--- config.mk ---
export PLATFORM = sky130hd
export DESIGN_NAME = rssi_top_n_fingerprint
export DESIGN_NICKNAME = d
export VERILOG_FILES = /design/src/hw/rtl/rtnf_pkg.sv /design/src/hw/rtl/rtnf_ram.sv /design/src/hw/rtl/rtnf_front.sv /design/src/hw/rtl/rtnf_back.sv /design/src/hw/rtl/rssi_top_n_fingerprint.sv
export SDC_FILE = /design/constraint.sdc
export NUM_CORES = 2
export LEC_CHECK = 0
export BUFFER_PORTS_ARGS = -buffer_cell sky130_fd_sc_hd__buf_4
export CORE_AREA = 2 2 599 601
export DETAILED_ROUTE_END_ITERATION = 8
export DIE_AREA = 0 0 601 603
export GPL_ROUTABILITY_DRIVEN = 0
export PLACE_DENSITY_LB_ADDON = 0.2
export SETUP_SLACK_MARGIN = 0.2
export SYNTH_ARGS = -nofsm -noshare
export SYNTH_HDL_FRONTEND = slang
export SYNTH_SLANG_ARGS = --single-unit
export TNS_END_PERCENT = 50
--- constraint.sdc ---
create_clock -name clk -period 8.5 [get_ports clk]
set_clock_uncertainty 0.15 [all_clocks]
set_input_delay 1.7 -clock clk [delete_from_list [all_inputs] [get_ports clk]]
set_output_delay 1.7 -clock clk [all_outputs]
set_load 0.01 [all_outputs]
--- src/hw/rtl/rtnf_pkg.sv ---
`default_nettype none

package rtnf_pkg;

    // Field widths
    localparam int ADDR_W  = 48;
    localparam int LEVEL_W = 8;
    localparam int TIME_W  = 32;
    localparam int HASH_W  = 32;

    // Parameter defaults
    localparam int MAX_ENTRIES_DEF = 32;
    localparam int TOP_N_DEF       = 16;

    // Width used when comparing entry counts against TOP_N
    localparam int CMP_W = 8;

    // djb2 seed, empty level, bytes per address
    localparam logic [HASH_W-1:0]         HASH_SEED  = 32'd5381;
    localparam logic signed [LEVEL_W-1:0] NO_LEVEL   = -8'sd128;
    localparam int                        ADDR_BYTES = 6;

    // Command queue between front and back
    localparam int QUEUE_DEPTH = 2;

    // One scan entry as it travels from the front to the back
    typedef struct packed {
        logic [ADDR_W-1:0]         station_address;
        logic signed [LEVEL_W-1:0] signal_level;
        logic [TIME_W-1:0]         scan_time;
        logic                      last_item;
    } cmd_t;

    // One djb2 round: h*33 + byte, wrapping at 32 bits
    function automatic logic [HASH_W-1:0] djb2_step(input logic [HASH_W-1:0] h,
                                                     input logic [7:0] b);
        djb2_step = (h << 5) + h + {{(HASH_W-8){1'b0}}, b};
    endfunction

endpackage

`default_nettype wire

--- src/hw/rtl/rtnf_ram.sv ---
`default_nettype none

module rtnf_ram #(
    parameter int WIDTH = 8,
    parameter int DEPTH = 32,
    localparam int AW   = (DEPTH > 1) ? $clog2(DEPTH) : 1
) (
    input  wire logic             clk,
    input  wire logic             we,
    input  wire logic [AW-1:0]    waddr,
    input  wire logic [WIDTH-1:0] wdata,
    input  wire logic [AW-1:0]    raddr,
    output logic      [WIDTH-1:0] rdata
);

    logic [WIDTH-1:0] mem [DEPTH];

    // One write port, one registered read port
    always_ff @(posedge clk)
    begin
        if (we)
        begin
            mem[waddr] <= wdata;
        end
        rdata <= mem[raddr];
    end

endmodule

`default_nettype wire

--- src/hw/rtl/rtnf_front.sv ---
`default_nettype none

module rtnf_front (
    input  wire logic                           clk,
    input  wire logic                           rst_n,
    input  wire logic                           start,
    output logic                                busy,
    input  wire logic [rtnf_pkg::ADDR_W-1:0]    station_address,
    input  wire logic signed [rtnf_pkg::LEVEL_W-1:0] signal_level,
    input  wire logic [rtnf_pkg::TIME_W-1:0]    scan_time,
    input  wire logic                           last_item,
    output logic                                cmd_valid,
    output rtnf_pkg::cmd_t                      cmd,
    input  wire logic                           cmd_pop
);

    import rtnf_pkg::*;

    localparam int PTR_W = (QUEUE_DEPTH > 1) ? $clog2(QUEUE_DEPTH) : 1;
    localparam int CNT_W = $clog2(QUEUE_DEPTH + 1);

    cmd_t             queue_reg [QUEUE_DEPTH];
    logic [PTR_W-1:0] wr_ptr_reg, wr_ptr_next;
    logic [PTR_W-1:0] rd_ptr_reg, rd_ptr_next;
    logic [CNT_W-1:0] count_reg, count_next;
    logic             push;
    logic             pop;
    cmd_t             incoming;

    // Gather the transaction into one command
    always_comb
    begin
        incoming.station_address = station_address;
        incoming.signal_level    = signal_level;
        incoming.scan_time       = scan_time;
        incoming.last_item       = last_item;
    end

    assign busy      = (count_reg == CNT_W'(QUEUE_DEPTH));
    assign cmd_valid = (count_reg != '0);
    assign cmd       = queue_reg[rd_ptr_reg];
    assign push      = start && !busy;
    assign pop       = cmd_pop && cmd_valid;

    // Pointer and fill level update
    always_comb
    begin
        wr_ptr_next = wr_ptr_reg;
        rd_ptr_next = rd_ptr_reg;
        count_next  = count_reg;
        if (push)
        begin
            wr_ptr_next = (wr_ptr_reg == PTR_W'(QUEUE_DEPTH - 1)) ? '0 : wr_ptr_reg + 1'b1;
        end
        if (pop)
        begin
            rd_ptr_next = (rd_ptr_reg == PTR_W'(QUEUE_DEPTH - 1)) ? '0 : rd_ptr_reg + 1'b1;
        end
        if (push && !pop)
        begin
            count_next = count_reg + 1'b1;
        end
        else if (pop && !push)
        begin
            count_next = count_reg - 1'b1;
        end
    end

    always_ff @(posedge clk or negedge rst_n)
    begin
        if (!rst_n)
        begin
            wr_ptr_reg <= '0;
            rd_ptr_reg <= '0;
            count_reg  <= '0;
        end
        else
        begin
            wr_ptr_reg <= wr_ptr_next;
            rd_ptr_reg <= rd_ptr_next;
            count_reg  <= count_next;
        end
    end

    // Queue storage
    always_ff @(posedge clk)
    begin
        if (push)
        begin
            queue_reg[wr_ptr_reg] <= incoming;
        end
    end

endmodule

`default_nettype wire

--- src/hw/rtl/rtnf_back.sv ---
`default_nettype none

module rtnf_back #(
    parameter int  MAX_ENTRIES = rtnf_pkg::MAX_ENTRIES_DEF,
    parameter int  TOP_N       = rtnf_pkg::TOP_N_DEF,
    localparam int SLOT_W      = (TOP_N > 1) ? $clog2(TOP_N) : 1,
    localparam int CNT_W       = $clog2(TOP_N + 1)
) (
    input  wire logic                                clk,
    input  wire logic                                rst_n,
    input  wire logic                                cmd_valid,
    input  wire rtnf_pkg::cmd_t                      cmd,
    output logic                                     cmd_pop,
    output logic                                     strobe,
    output logic [SLOT_W-1:0]                        slot_index,
    output logic [rtnf_pkg::HASH_W-1:0]              address_hash,
    output logic signed [rtnf_pkg::LEVEL_W-1:0]      slot_level,
    output logic [CNT_W-1:0]                         entry_count,
    output logic [rtnf_pkg::TIME_W-1:0]              stamp,
    output logic                                     final_slot
);

    import rtnf_pkg::*;

    localparam int IDX_W  = (MAX_ENTRIES > 1) ? $clog2(MAX_ENTRIES) : 1;
    localparam int LOAD_W = $clog2(MAX_ENTRIES + 1);
    localparam int ENT_W  = ADDR_W + LEVEL_W;

    localparam logic [2:0] ST_IDLE = 3'd0;
    localparam logic [2:0] ST_SLOT = 3'd1;
    localparam logic [2:0] ST_SCAN = 3'd2;
    localparam logic [2:0] ST_HASH = 3'd3;
    localparam logic [2:0] ST_EMIT = 3'd4;

    logic [2:0]                state_reg, state_next;
    logic [LOAD_W-1:0]         loaded_reg, loaded_next;
    logic [CNT_W-1:0]          top_reg, top_next;
    logic [TIME_W-1:0]         time_reg, time_next;
    logic [SLOT_W-1:0]         slot_reg, slot_next;
    logic [MAX_ENTRIES-1:0]    chosen_reg, chosen_next;
    logic [LOAD_W-1:0]         scan_reg, scan_next;
    logic                      pend_reg, pend_next;
    logic [IDX_W-1:0]          idx_reg, idx_next;
    logic signed [LEVEL_W-1:0] best_level_reg, best_level_next;
    logic [ADDR_W-1:0]         best_addr_reg, best_addr_next;
    logic [IDX_W-1:0]          best_idx_reg, best_idx_next;
    logic                      found_reg, found_next;
    logic [HASH_W-1:0]         hash_reg, hash_next;
    logic [2:0]                byte_reg, byte_next;

    logic                      strobe_reg, strobe_next;
    logic [SLOT_W-1:0]         out_slot_reg, out_slot_next;
    logic [HASH_W-1:0]         out_hash_reg, out_hash_next;
    logic signed [LEVEL_W-1:0] out_level_reg, out_level_next;
    logic [CNT_W-1:0]          out_count_reg, out_count_next;
    logic [TIME_W-1:0]         out_stamp_reg, out_stamp_next;
    logic                      out_final_reg, out_final_next;

    logic                      ram_we;
    logic [ENT_W-1:0]          ram_wdata;
    logic [ENT_W-1:0]          ram_rdata;
    logic [ADDR_W-1:0]         rd_addr;
    logic signed [LEVEL_W-1:0] rd_level;
    logic                      has_room;
    logic [LOAD_W-1:0]         loaded_after;
    logic [CMP_W-1:0]          loaded_wide;
    logic                      issue;
    logic                      last_slot;

    // Entry store: address and level side by side
    rtnf_ram #(
        .WIDTH (ENT_W),
        .DEPTH (MAX_ENTRIES)
    ) u_store (
        .clk   (clk),
        .we    (ram_we),
        .waddr (loaded_reg[IDX_W-1:0]),
        .wdata (ram_wdata),
        .raddr (scan_reg[IDX_W-1:0]),
        .rdata (ram_rdata)
    );

    assign ram_wdata    = {cmd.station_address, cmd.signal_level};
    assign rd_addr      = ram_rdata[ENT_W-1:LEVEL_W];
    assign rd_level     = $signed(ram_rdata[LEVEL_W-1:0]);
    assign has_room     = (loaded_reg < LOAD_W'(MAX_ENTRIES));
    assign loaded_after = has_room ? loaded_reg + 1'b1 : loaded_reg;
    assign loaded_wide  = CMP_W'(loaded_after);
    assign cmd_pop      = (state_reg == ST_IDLE);
    assign ram_we       = cmd_pop && cmd_valid && has_room;
    assign issue        = (scan_reg < loaded_reg);
    assign last_slot    = (slot_reg == SLOT_W'(TOP_N - 1));

    // Sequencer: store entries, then rank and emit on the closing entry
    always_comb
    begin
        state_next      = state_reg;
        loaded_next     = loaded_reg;
        top_next        = top_reg;
        time_next       = time_reg;
        slot_next       = slot_reg;
        chosen_next     = chosen_reg;
        scan_next       = scan_reg;
        pend_next       = 1'b0;
        idx_next        = idx_reg;
        best_level_next = best_level_reg;
        best_addr_next  = best_addr_reg;
        best_idx_next   = best_idx_reg;
        found_next      = found_reg;
        hash_next       = hash_reg;
        byte_next       = byte_reg;
        strobe_next     = 1'b0;
        out_slot_next   = out_slot_reg;
        out_hash_next   = out_hash_reg;
        out_level_next  = out_level_reg;
        out_count_next  = out_count_reg;
        out_stamp_next  = out_stamp_reg;
        out_final_next  = out_final_reg;

        case (state_reg)
            ST_IDLE:
            begin
                if (cmd_valid)
                begin
                    loaded_next = loaded_after;
                    if (cmd.last_item)
                    begin
                        time_next  = cmd.scan_time;
                        top_next   = (loaded_wide < CMP_W'(TOP_N)) ?
                                     CNT_W'(loaded_wide) : CNT_W'(TOP_N);
                        slot_next  = '0;
                        state_next = ST_SLOT;
                    end
                end
            end

            ST_SLOT:
            begin
                found_next      = 1'b0;
                best_level_next = NO_LEVEL;
                scan_next       = '0;
                if (CNT_W'(slot_reg) < top_reg)
                begin
                    state_next = ST_SCAN;
                end
                else
                begin
                    state_next = ST_EMIT;
                end
            end

            ST_SCAN:
            begin
                // Read one entry a cycle, compare the one that arrived
                if (issue)
                begin
                    pend_next = 1'b1;
                    idx_next  = scan_reg[IDX_W-1:0];
                    scan_next = scan_reg + 1'b1;
                end
                if (pend_reg && !chosen_reg[idx_reg] && (rd_level > best_level_reg))
                begin
                    best_level_next = rd_level;
                    best_addr_next  = rd_addr;
                    best_idx_next   = idx_reg;
                    found_next      = 1'b1;
                end
                if (!issue && !pend_reg)
                begin
                    if (found_reg)
                    begin
                        chosen_next[best_idx_reg] = 1'b1;
                        hash_next  = HASH_SEED;
                        byte_next  = '0;
                        state_next = ST_HASH;
                    end
                    else
                    begin
                        state_next = ST_EMIT;
                    end
                end
            end

            ST_HASH:
            begin
                // One address byte per cycle, first byte first
                hash_next      = djb2_step(hash_reg, best_addr_reg[ADDR_W-1 -: 8]);
                best_addr_next = best_addr_reg << 8;
                byte_next      = byte_reg + 1'b1;
                if (byte_reg == 3'(ADDR_BYTES - 1))
                begin
                    state_next = ST_EMIT;
                end
            end

            ST_EMIT:
            begin
                strobe_next    = 1'b1;
                out_slot_next  = slot_reg;
                out_hash_next  = found_reg ? hash_reg : '0;
                out_level_next = found_reg ? best_level_reg : NO_LEVEL;
                out_count_next = top_reg;
                out_stamp_next = time_reg;
                out_final_next = last_slot;
                if (last_slot)
                begin
                    chosen_next = '0;
                    loaded_next = '0;
                    state_next  = ST_IDLE;
                end
                else
                begin
                    slot_next  = slot_reg + 1'b1;
                    state_next = ST_SLOT;
                end
            end

            default:
            begin
                state_next = ST_IDLE;
            end
        endcase
    end

    // Control state
    always_ff @(posedge clk or negedge rst_n)
    begin
        if (!rst_n)
        begin
            state_reg  <= ST_IDLE;
            loaded_reg <= '0;
            time_reg   <= '0;
            chosen_reg <= '0;
            pend_reg   <= 1'b0;
            strobe_reg <= 1'b0;
        end
        else
        begin
            state_reg  <= state_next;
            loaded_reg <= loaded_next;
            time_reg   <= time_next;
            chosen_reg <= chosen_next;
            pend_reg   <= pend_next;
            strobe_reg <= strobe_next;
        end
    end

    // Working and result registers
    always_ff @(posedge clk)
    begin
        top_reg        <= top_next;
        slot_reg       <= slot_next;
        scan_reg       <= scan_next;
        idx_reg        <= idx_next;
        best_level_reg <= best_level_next;
        best_addr_reg  <= best_addr_next;
        best_idx_reg   <= best_idx_next;
        found_reg      <= found_next;
        hash_reg       <= hash_next;
        byte_reg       <= byte_next;
        out_slot_reg   <= out_slot_next;
        out_hash_reg   <= out_hash_next;
        out_level_reg  <= out_level_next;
        out_count_reg  <= out_count_next;
        out_stamp_reg  <= out_stamp_next;
        out_final_reg  <= out_final_next;
    end

    assign strobe       = strobe_reg;
    assign slot_index   = out_slot_reg;
    assign address_hash = out_hash_reg;
    assign slot_level   = out_level_reg;
    assign entry_count  = out_count_reg;
    assign stamp        = out_stamp_reg;
    assign final_slot   = out_final_reg;

endmodule

`default_nettype wire

--- src/hw/rtl/rssi_top_n_fingerprint.sv ---
`default_nettype none

// Ranks one scan of access-point entries by signal level. Each start
// transaction carries one entry; up to MAX_ENTRIES are kept and later ones
// are dropped. The entry flagged last_item closes the scan and then
// TOP_N slots come out strongest first, one per cycle in which strobe
// is high, with slot_index counting up and final_slot on the last. The
// receiver cannot stall: strobe marks each slot for one cycle only. A
// chosen slot carries the djb2 hash of its address; an empty slot carries
// hash 0 and level -128. Entries go through a two-deep command queue, so
// start is taken whenever busy is low. The ranking engine takes stored
// entries only while it is idle. Closing a scan of L stored entries takes,
// per slot that holds an entry, slot set-up, one read of the entry store
// per entry, read latency, scan wind-up, six hash rounds and one emit step.
// A slot within entry_count for which no valid entry is left skips the hash
// rounds, and a slot at or beyond entry_count goes straight from set-up to
// emit; busy stays high while the queue is full behind that work.
module rssi_top_n_fingerprint #(
    parameter int  MAX_ENTRIES = rtnf_pkg::MAX_ENTRIES_DEF,
    parameter int  TOP_N       = rtnf_pkg::TOP_N_DEF,
    localparam int SLOT_W      = (TOP_N > 1) ? $clog2(TOP_N) : 1,
    localparam int CNT_W       = $clog2(TOP_N + 1)
) (
    input  wire logic                                clk,
    input  wire logic                                rst_n,
    input  wire logic                                start,
    output logic                                     busy,
    input  wire logic [rtnf_pkg::ADDR_W-1:0]         station_address,
    input  wire logic signed [rtnf_pkg::LEVEL_W-1:0] signal_level,
    input  wire logic [rtnf_pkg::TIME_W-1:0]         scan_time,
    input  wire logic                                last_item,
    output logic                                     strobe,
    output logic [SLOT_W-1:0]                        slot_index,
    output logic [rtnf_pkg::HASH_W-1:0]              address_hash,
    output logic signed [rtnf_pkg::LEVEL_W-1:0]      slot_level,
    output logic [CNT_W-1:0]                         entry_count,
    output logic [rtnf_pkg::TIME_W-1:0]              stamp,
    output logic                                     final_slot
);

    import rtnf_pkg::*;

    logic cmd_valid;
    cmd_t cmd;
    logic cmd_pop;

    // Front: take transactions into the command queue
    rtnf_front u_front (
        .clk             (clk),
        .rst_n           (rst_n),
        .start           (start),
        .busy            (busy),
        .station_address (station_address),
        .signal_level    (signal_level),
        .scan_time       (scan_time),
        .last_item       (last_item),
        .cmd_valid       (cmd_valid),
        .cmd             (cmd),
        .cmd_pop         (cmd_pop)
    );

    // Back: store entries, rank and emit slots
    rtnf_back #(
        .MAX_ENTRIES (MAX_ENTRIES),
        .TOP_N       (TOP_N)
    ) u_back (
        .clk          (clk),
        .rst_n        (rst_n),
        .cmd_valid    (cmd_valid),
        .cmd          (cmd),
        .cmd_pop      (cmd_pop),
        .strobe       (strobe),
        .slot_index   (slot_index),
        .address_hash (address_hash),
        .slot_level   (slot_level),
        .entry_count  (entry_count),
        .stamp        (stamp),
        .final_slot   (final_slot)
    );

endmodule

`default_nettype wire
### Yosys cells after proc, flatten, opt, wreduce, memory -nomap -nowiden

Memories as Yosys holds them, arrays and structs flattened. A register that Yosys moved wholly into a read port is not among the register bits.
Index checks and enable logic that the tools add are counted.
W data, S select, Z words.

* add/subtract/negate cells: 10
* multipliers: 0
* div/mod/pow operators: 0
* $lt $le $gt $ge: 8
* equal/unequal tests: 16
* shift-type cells: 0
* multiplexer cells: 49
* bitwise gates (word level): 1
* reduce and logical (&&, ||, !) cells: 33

Operators by type and width (number)
* $mux W32: 5
* $pmux W32 S2: 2
* $pmux W48 S2: 1
* $mux W48: 1
* $add A32 B32 Y32: 1
* $add A32 B8 Y32: 1
* $or A32 B32 Y32: 1
* $mux W3: 8
* $mux W6: 4
* $pmux W6 S2: 2
* $pmux W8 S2: 1
* $pmux W3 S5: 1
* $ne A2 B1 Y1 const B: 7
* $mux W1: 13
* $add A6 B1 Y6 const B: 2
* $lt A5 B6 Y1 const B: 2
* $mux W4: 3
* $reduce_and A4 Y1: 3
* $reduce_bool A2 Y1: 6
* $reduce_and A2 Y1: 5
* $logic_and A1 B1 Y1: 9
* $reduce_and A3 Y1: 3
* $gt A8 B8 Y1: 1
* $mux W8: 1
* 24 further kinds: 34

* bits in registers: 278
* latch bits: 0
* bits in writable memories: 1970
* memory bits (read-only): 0
* input bits: 92
* output and inout bits: 84
* word-level logic and storage cells: 144
* memories: 2

Memories
* u_back.u_store.mem: words 32, width 56, rd ports 1, clocked after Yosys merged registers in 1, write ports 1, line rtnf_ram.sv:16 `logic [WIDTH-1:0] mem [DEPTH];`
* u_front.queue_reg: words 2, width 89, rd ports 1, clocked after Yosys merged registers in 0, write ports 1, line rtnf_front.sv:22 `cmd_t queue_reg [QUEUE_DEPTH];`

### Longest topological paths before layout

* word-level depth: 8
* depth in mapped cells: 10
* mapped depth without buffers: 10

### Modules after synthesis

From an unflattened synthesis, not the netlist that was laid out.

* cells, all modules: 5241
* area, all modules: 90880.9 um^2

Modules (own cells, without submodules)
* rtnf_ram: times used 1, cells each 3917, area each 70794.1 um^2, sequential area each 54932.7 um^2
* rtnf_back: times used 1, cells each 1028, area each 13013.7 um^2, sequential area each 7852.5 um^2
* rtnf_front: times used 1, cells each 296, area each 7073.0 um^2, sequential area each 5445.2 um^2

### Least setup slack after synthesis

No wires, ideal clock.

* path kind: in2reg
* start point: in start
* end point: mem u_front.queue_reg[0][0] (netlist bit), enable pin
* setup time: 0.537 ns
* data arrival time: 5.497 ns
* required time: 7.813 ns
* setup slack: 2.316 ns
* stages on the path: 2
* buffers on the path: 0
* path through: nand2_1 nor2_1

* word-level cells in the longest chain between the ends: 3

Ends and longest elaborated chain
* from (decl): line rssi_top_n_fingerprint.sv:26 `input wire logic start,`
* $logic_and A1 B1 Y1: line rtnf_front.sv:42 `assign push = start && !busy;`
* $mux W1: line rtnf_front.sv:88 `if (push)`
* $mux W1 (implied by the code): line rtnf_front.sv:90 `queue_reg[wr_ptr_reg] <= incoming;`
* to (decl): line rtnf_front.sv:22

Every way passes these cells.

### Final worst setup path

* start point: reg u_back.state_reg[1]
* end point: mem u_back.u_store.mem[10][40] (netlist bit), enable pin

* word-level cells in the longest chain between the ends: 5

Ends and longest elaborated chain
* from (decl): line rtnf_back.sv:35 `logic [2:0] state_reg, state_next;`
* from (signal assigned): line rtnf_back.sv:239 `state_reg <= state_next;`
* $logic_not A3 Y1: line rtnf_back.sv:89 `assign cmd_pop = (state_reg == ST_IDLE);`
* $logic_and A1 B1 Y1 (2 in a row): line rtnf_back.sv:90 `assign ram_we = cmd_pop && cmd_valid && has_room;`
* $mux W1: line rtnf_ram.sv:21 `if (we)`
* $mux W1 (implied by the code): line rtnf_ram.sv:23 `mem[waddr] <= wdata;`
* to (decl): line rtnf_ram.sv:16

Every way passes these cells.

==> results.sh <==
export IMPL_cts_tree="yes"
export IMPL_ant_nets=0
export IMPL_die_y_um=603
export IMPL_final_core_utilization_pct=29.3
export IMPL_grt_pass1_wl_um=334000
export IMPL_syn_area_sq_um=88800
export IMPL_drt_wl_total_um=237000
export IMPL_r2r_start="u_back.state_reg[1]"
export IMPL_hold_violations=0
export IMPL_leakage_uw=0.0329
export IMPL_clkTransAtPathRegs_ns=0.06
export IMPL_grt_max_degree=113
export IMPL_worstPathRequired_ns=8.86
export IMPL_min_period_ns=4.63
export IMPL_relSlewSlack_pct=18.5
export IMPL_ioPinCount=176
export IMPL_synth_top_area_share_pct=73.4
export IMPL_synthDistinctLibCells=65
export IMPL_cp_data_arrival_time_ns=4.99
export IMPL_hp_class="register to register"
export IMPL_fp_dieW_um=601
export IMPL_final_nets=4563
export IMPL_rsz0062_at_grt="no"
export IMPL_largest_register_ffs=1792
export IMPL_placed_cell_area_sq_um=96300
export IMPL_power_density_nw_per_um2=353
export IMPL_start_kind="register"
export IMPL_rows=219
export IMPL_cp_end_kind="register"
export IMPL_detail_route_wl_per_cell_um=25.3
export IMPL_drv_cap=0
export IMPL_area_growth_pct=17.5
export IMPL_initial_core_util_pct=25.0
export IMPL_cts_buffers=246
export IMPL_r2r_cells=7
export IMPL_grt_remaining_overflow=0
export IMPL_setup_tns_ns=0
export IMPL_final_common_cell="edfxtp_1"
export IMPL_worstSetupPathType="register to register"
export IMPL_status="completed"
export IMPL_die_area_sq_um=362000
export IMPL_min_from="u_back.time_reg[5]"
export IMPL_clockBufferDepth=4
export IMPL_grt_pass1_vias=43300
export IMPL_drtPass1Iterations=5
export IMPL_grt_total_usage_pct=12.8
export IMPL_fmax_ghz=0.216
export IMPL_synth_seq_area_share_pct=76.9
export IMPL_worstMarginPinSlew_ns=1.22
export IMPL_antenna_found_initial=26
export IMPL_whs_path_depth=0
export IMPL_clk_insertion_delay_late_ns=0.95
export IMPL_synth_avg_cell_area_sq_um=21.8
export IMPL_htreeDepth=4
export IMPL_syn_inst=4065
export IMPL_yosys_warnings=0
export IMPL_vias=41700
export IMPL_crit_path_max_fanout=37
export IMPL_worst_slack_ns=3.87
export IMPL_irDropWorstVdd_mv=0.220
export IMPL_drive_gt1_share_pct=29.5
export IMPL_portBuffers=175
export IMPL_async_flop_share_pct=3.43
export IMPL_hold_path_endpoint="u_back.stamp[5]"
export IMPL_rrSetupSlack_ns=3.87
export IMPL_hold_buffers=0
export IMPL_cts_resized=0
export IMPL_cts_root_buffer="clkbuf_16"
export IMPL_period_share_pct=54.5
export IMPL_synth_area_leaders="edfxtp_1 (73%), mux4_2 (14%), dfrtp_1 (2.2%)"
export IMPL_synth_edf_count=2169
export IMPL_clock_sinks=2304
export IMPL_r2r_end="u_back.u_store.mem[10][40]"
export IMPL_final_cell_mix="edfxtp_1 (2169), mux4_2 (570), buf_4 (257)"
export IMPL_synth_top_area_cell="edfxtp_1"
export IMPL_route_detailed_drc=0
export IMPL_final_area_sq_um=104000
export IMPL_coreArea_sq_um=355000
export IMPL_ys_ff_latch=2304
export IMPL_finalSetupViolCount=0
export IMPL_synth_ff_type="edfxtp_1"
export IMPL_hpwl_um=131000
export IMPL_finalMaxSlewViolations=0
export IMPL_synthesis_nets=4244
export IMPL_place_ws_ns=3.86
export IMPL_viasPerCell=4.46
export IMPL_drt_iter0_drc=3620
export IMPL_post_cts_buffers=0
## layer usage
layer	GRT usage, %	wire (um)
met2	20.2	110000
met5	0	27
met4	2.57	4400
met1	18.4	110000
met3	2.39	12900
## worst max-delay path by stage
stage,start,endpoint,depth (start not counted)
detailed placement,u_back.state_reg[1],u_back.u_store.mem[10][45],7
global route,u_back.state_reg[1],u_back.u_store.mem[10][40],7
finish,u_back.state_reg[1],u_back.u_store.mem[10][40],7
global placement,u_back.state_reg[1],u_back.u_store.mem[10][46],7
floorplan,start,u_front.queue_reg[0][0],2
CTS,u_back.state_reg[1],u_back.u_store.mem[10][40],7
## per-stage QoR
stage	hold WS [ns]	power (uW)	std cells
6_report	0.293	36800	9348
5_1_grt	0.305	38700	9341
4_1_cts	0.295	37500	9340
3_5_place_dp	0.282	26800	8887
3_3_place_gp	0.281	26700	8887
2_1_floorplan	0.271	22700	4065
## critical path, stage by stage, from the launching register on
cell and delay (ns):
dfrtp_1 0.60, nor2_1 0.39, o211ai_1 0.16, buf_4 0.22
nor2_1 0.35, nand2_1 0.60, nor2_4 0.94, buf_4 0.78
## power breakdown
group          switching [uW]  internal, uW
clock                    4420          6210
sequential                561         14900
combinational            6470          4300
## kinds of logic (layout without fill, tap and decap cells)
family,count (synthesis),in the layout,synth area share [%]
AO/OA/AOI/OAI,221,221,1.74
XOR/XNOR,27,27,0.266
adder cells (fa/ha/maj),87,87,1.26
buffers and inverters,242,766,1.14
flip-flops,2304,2304,76.9
multiplexers,720,720,16.3
other,0,8,0
AND/OR/NAND/NOR,464,464,2.40
## area by class of cell
class | count | area [sq um]
diodes | 8 | 20.0
clock buffers | 349 | 6840
clock inverters | 104 | 1100
fillers | 34700 | 251000
inverters | 46 | 174
multi-input cells | 1519 | 19800
flip-flops and latches | 2304 | 68200
well taps | 4751 | 5940
repair buffers | 267 | 2130
## synthesized netlist by cell type, drive strengths merged, types with 46 or more instances
cell	instances
edfxtp	2169
mux4	570
nand2	170
clkbuf	123
nor2	121
mux2	114
ha	83
dfrtp	79
a21oi	73
buf	73
dfxtp	56
and2	53
inv	46
No activity file was read; power rests on OpenSTA's default activity.
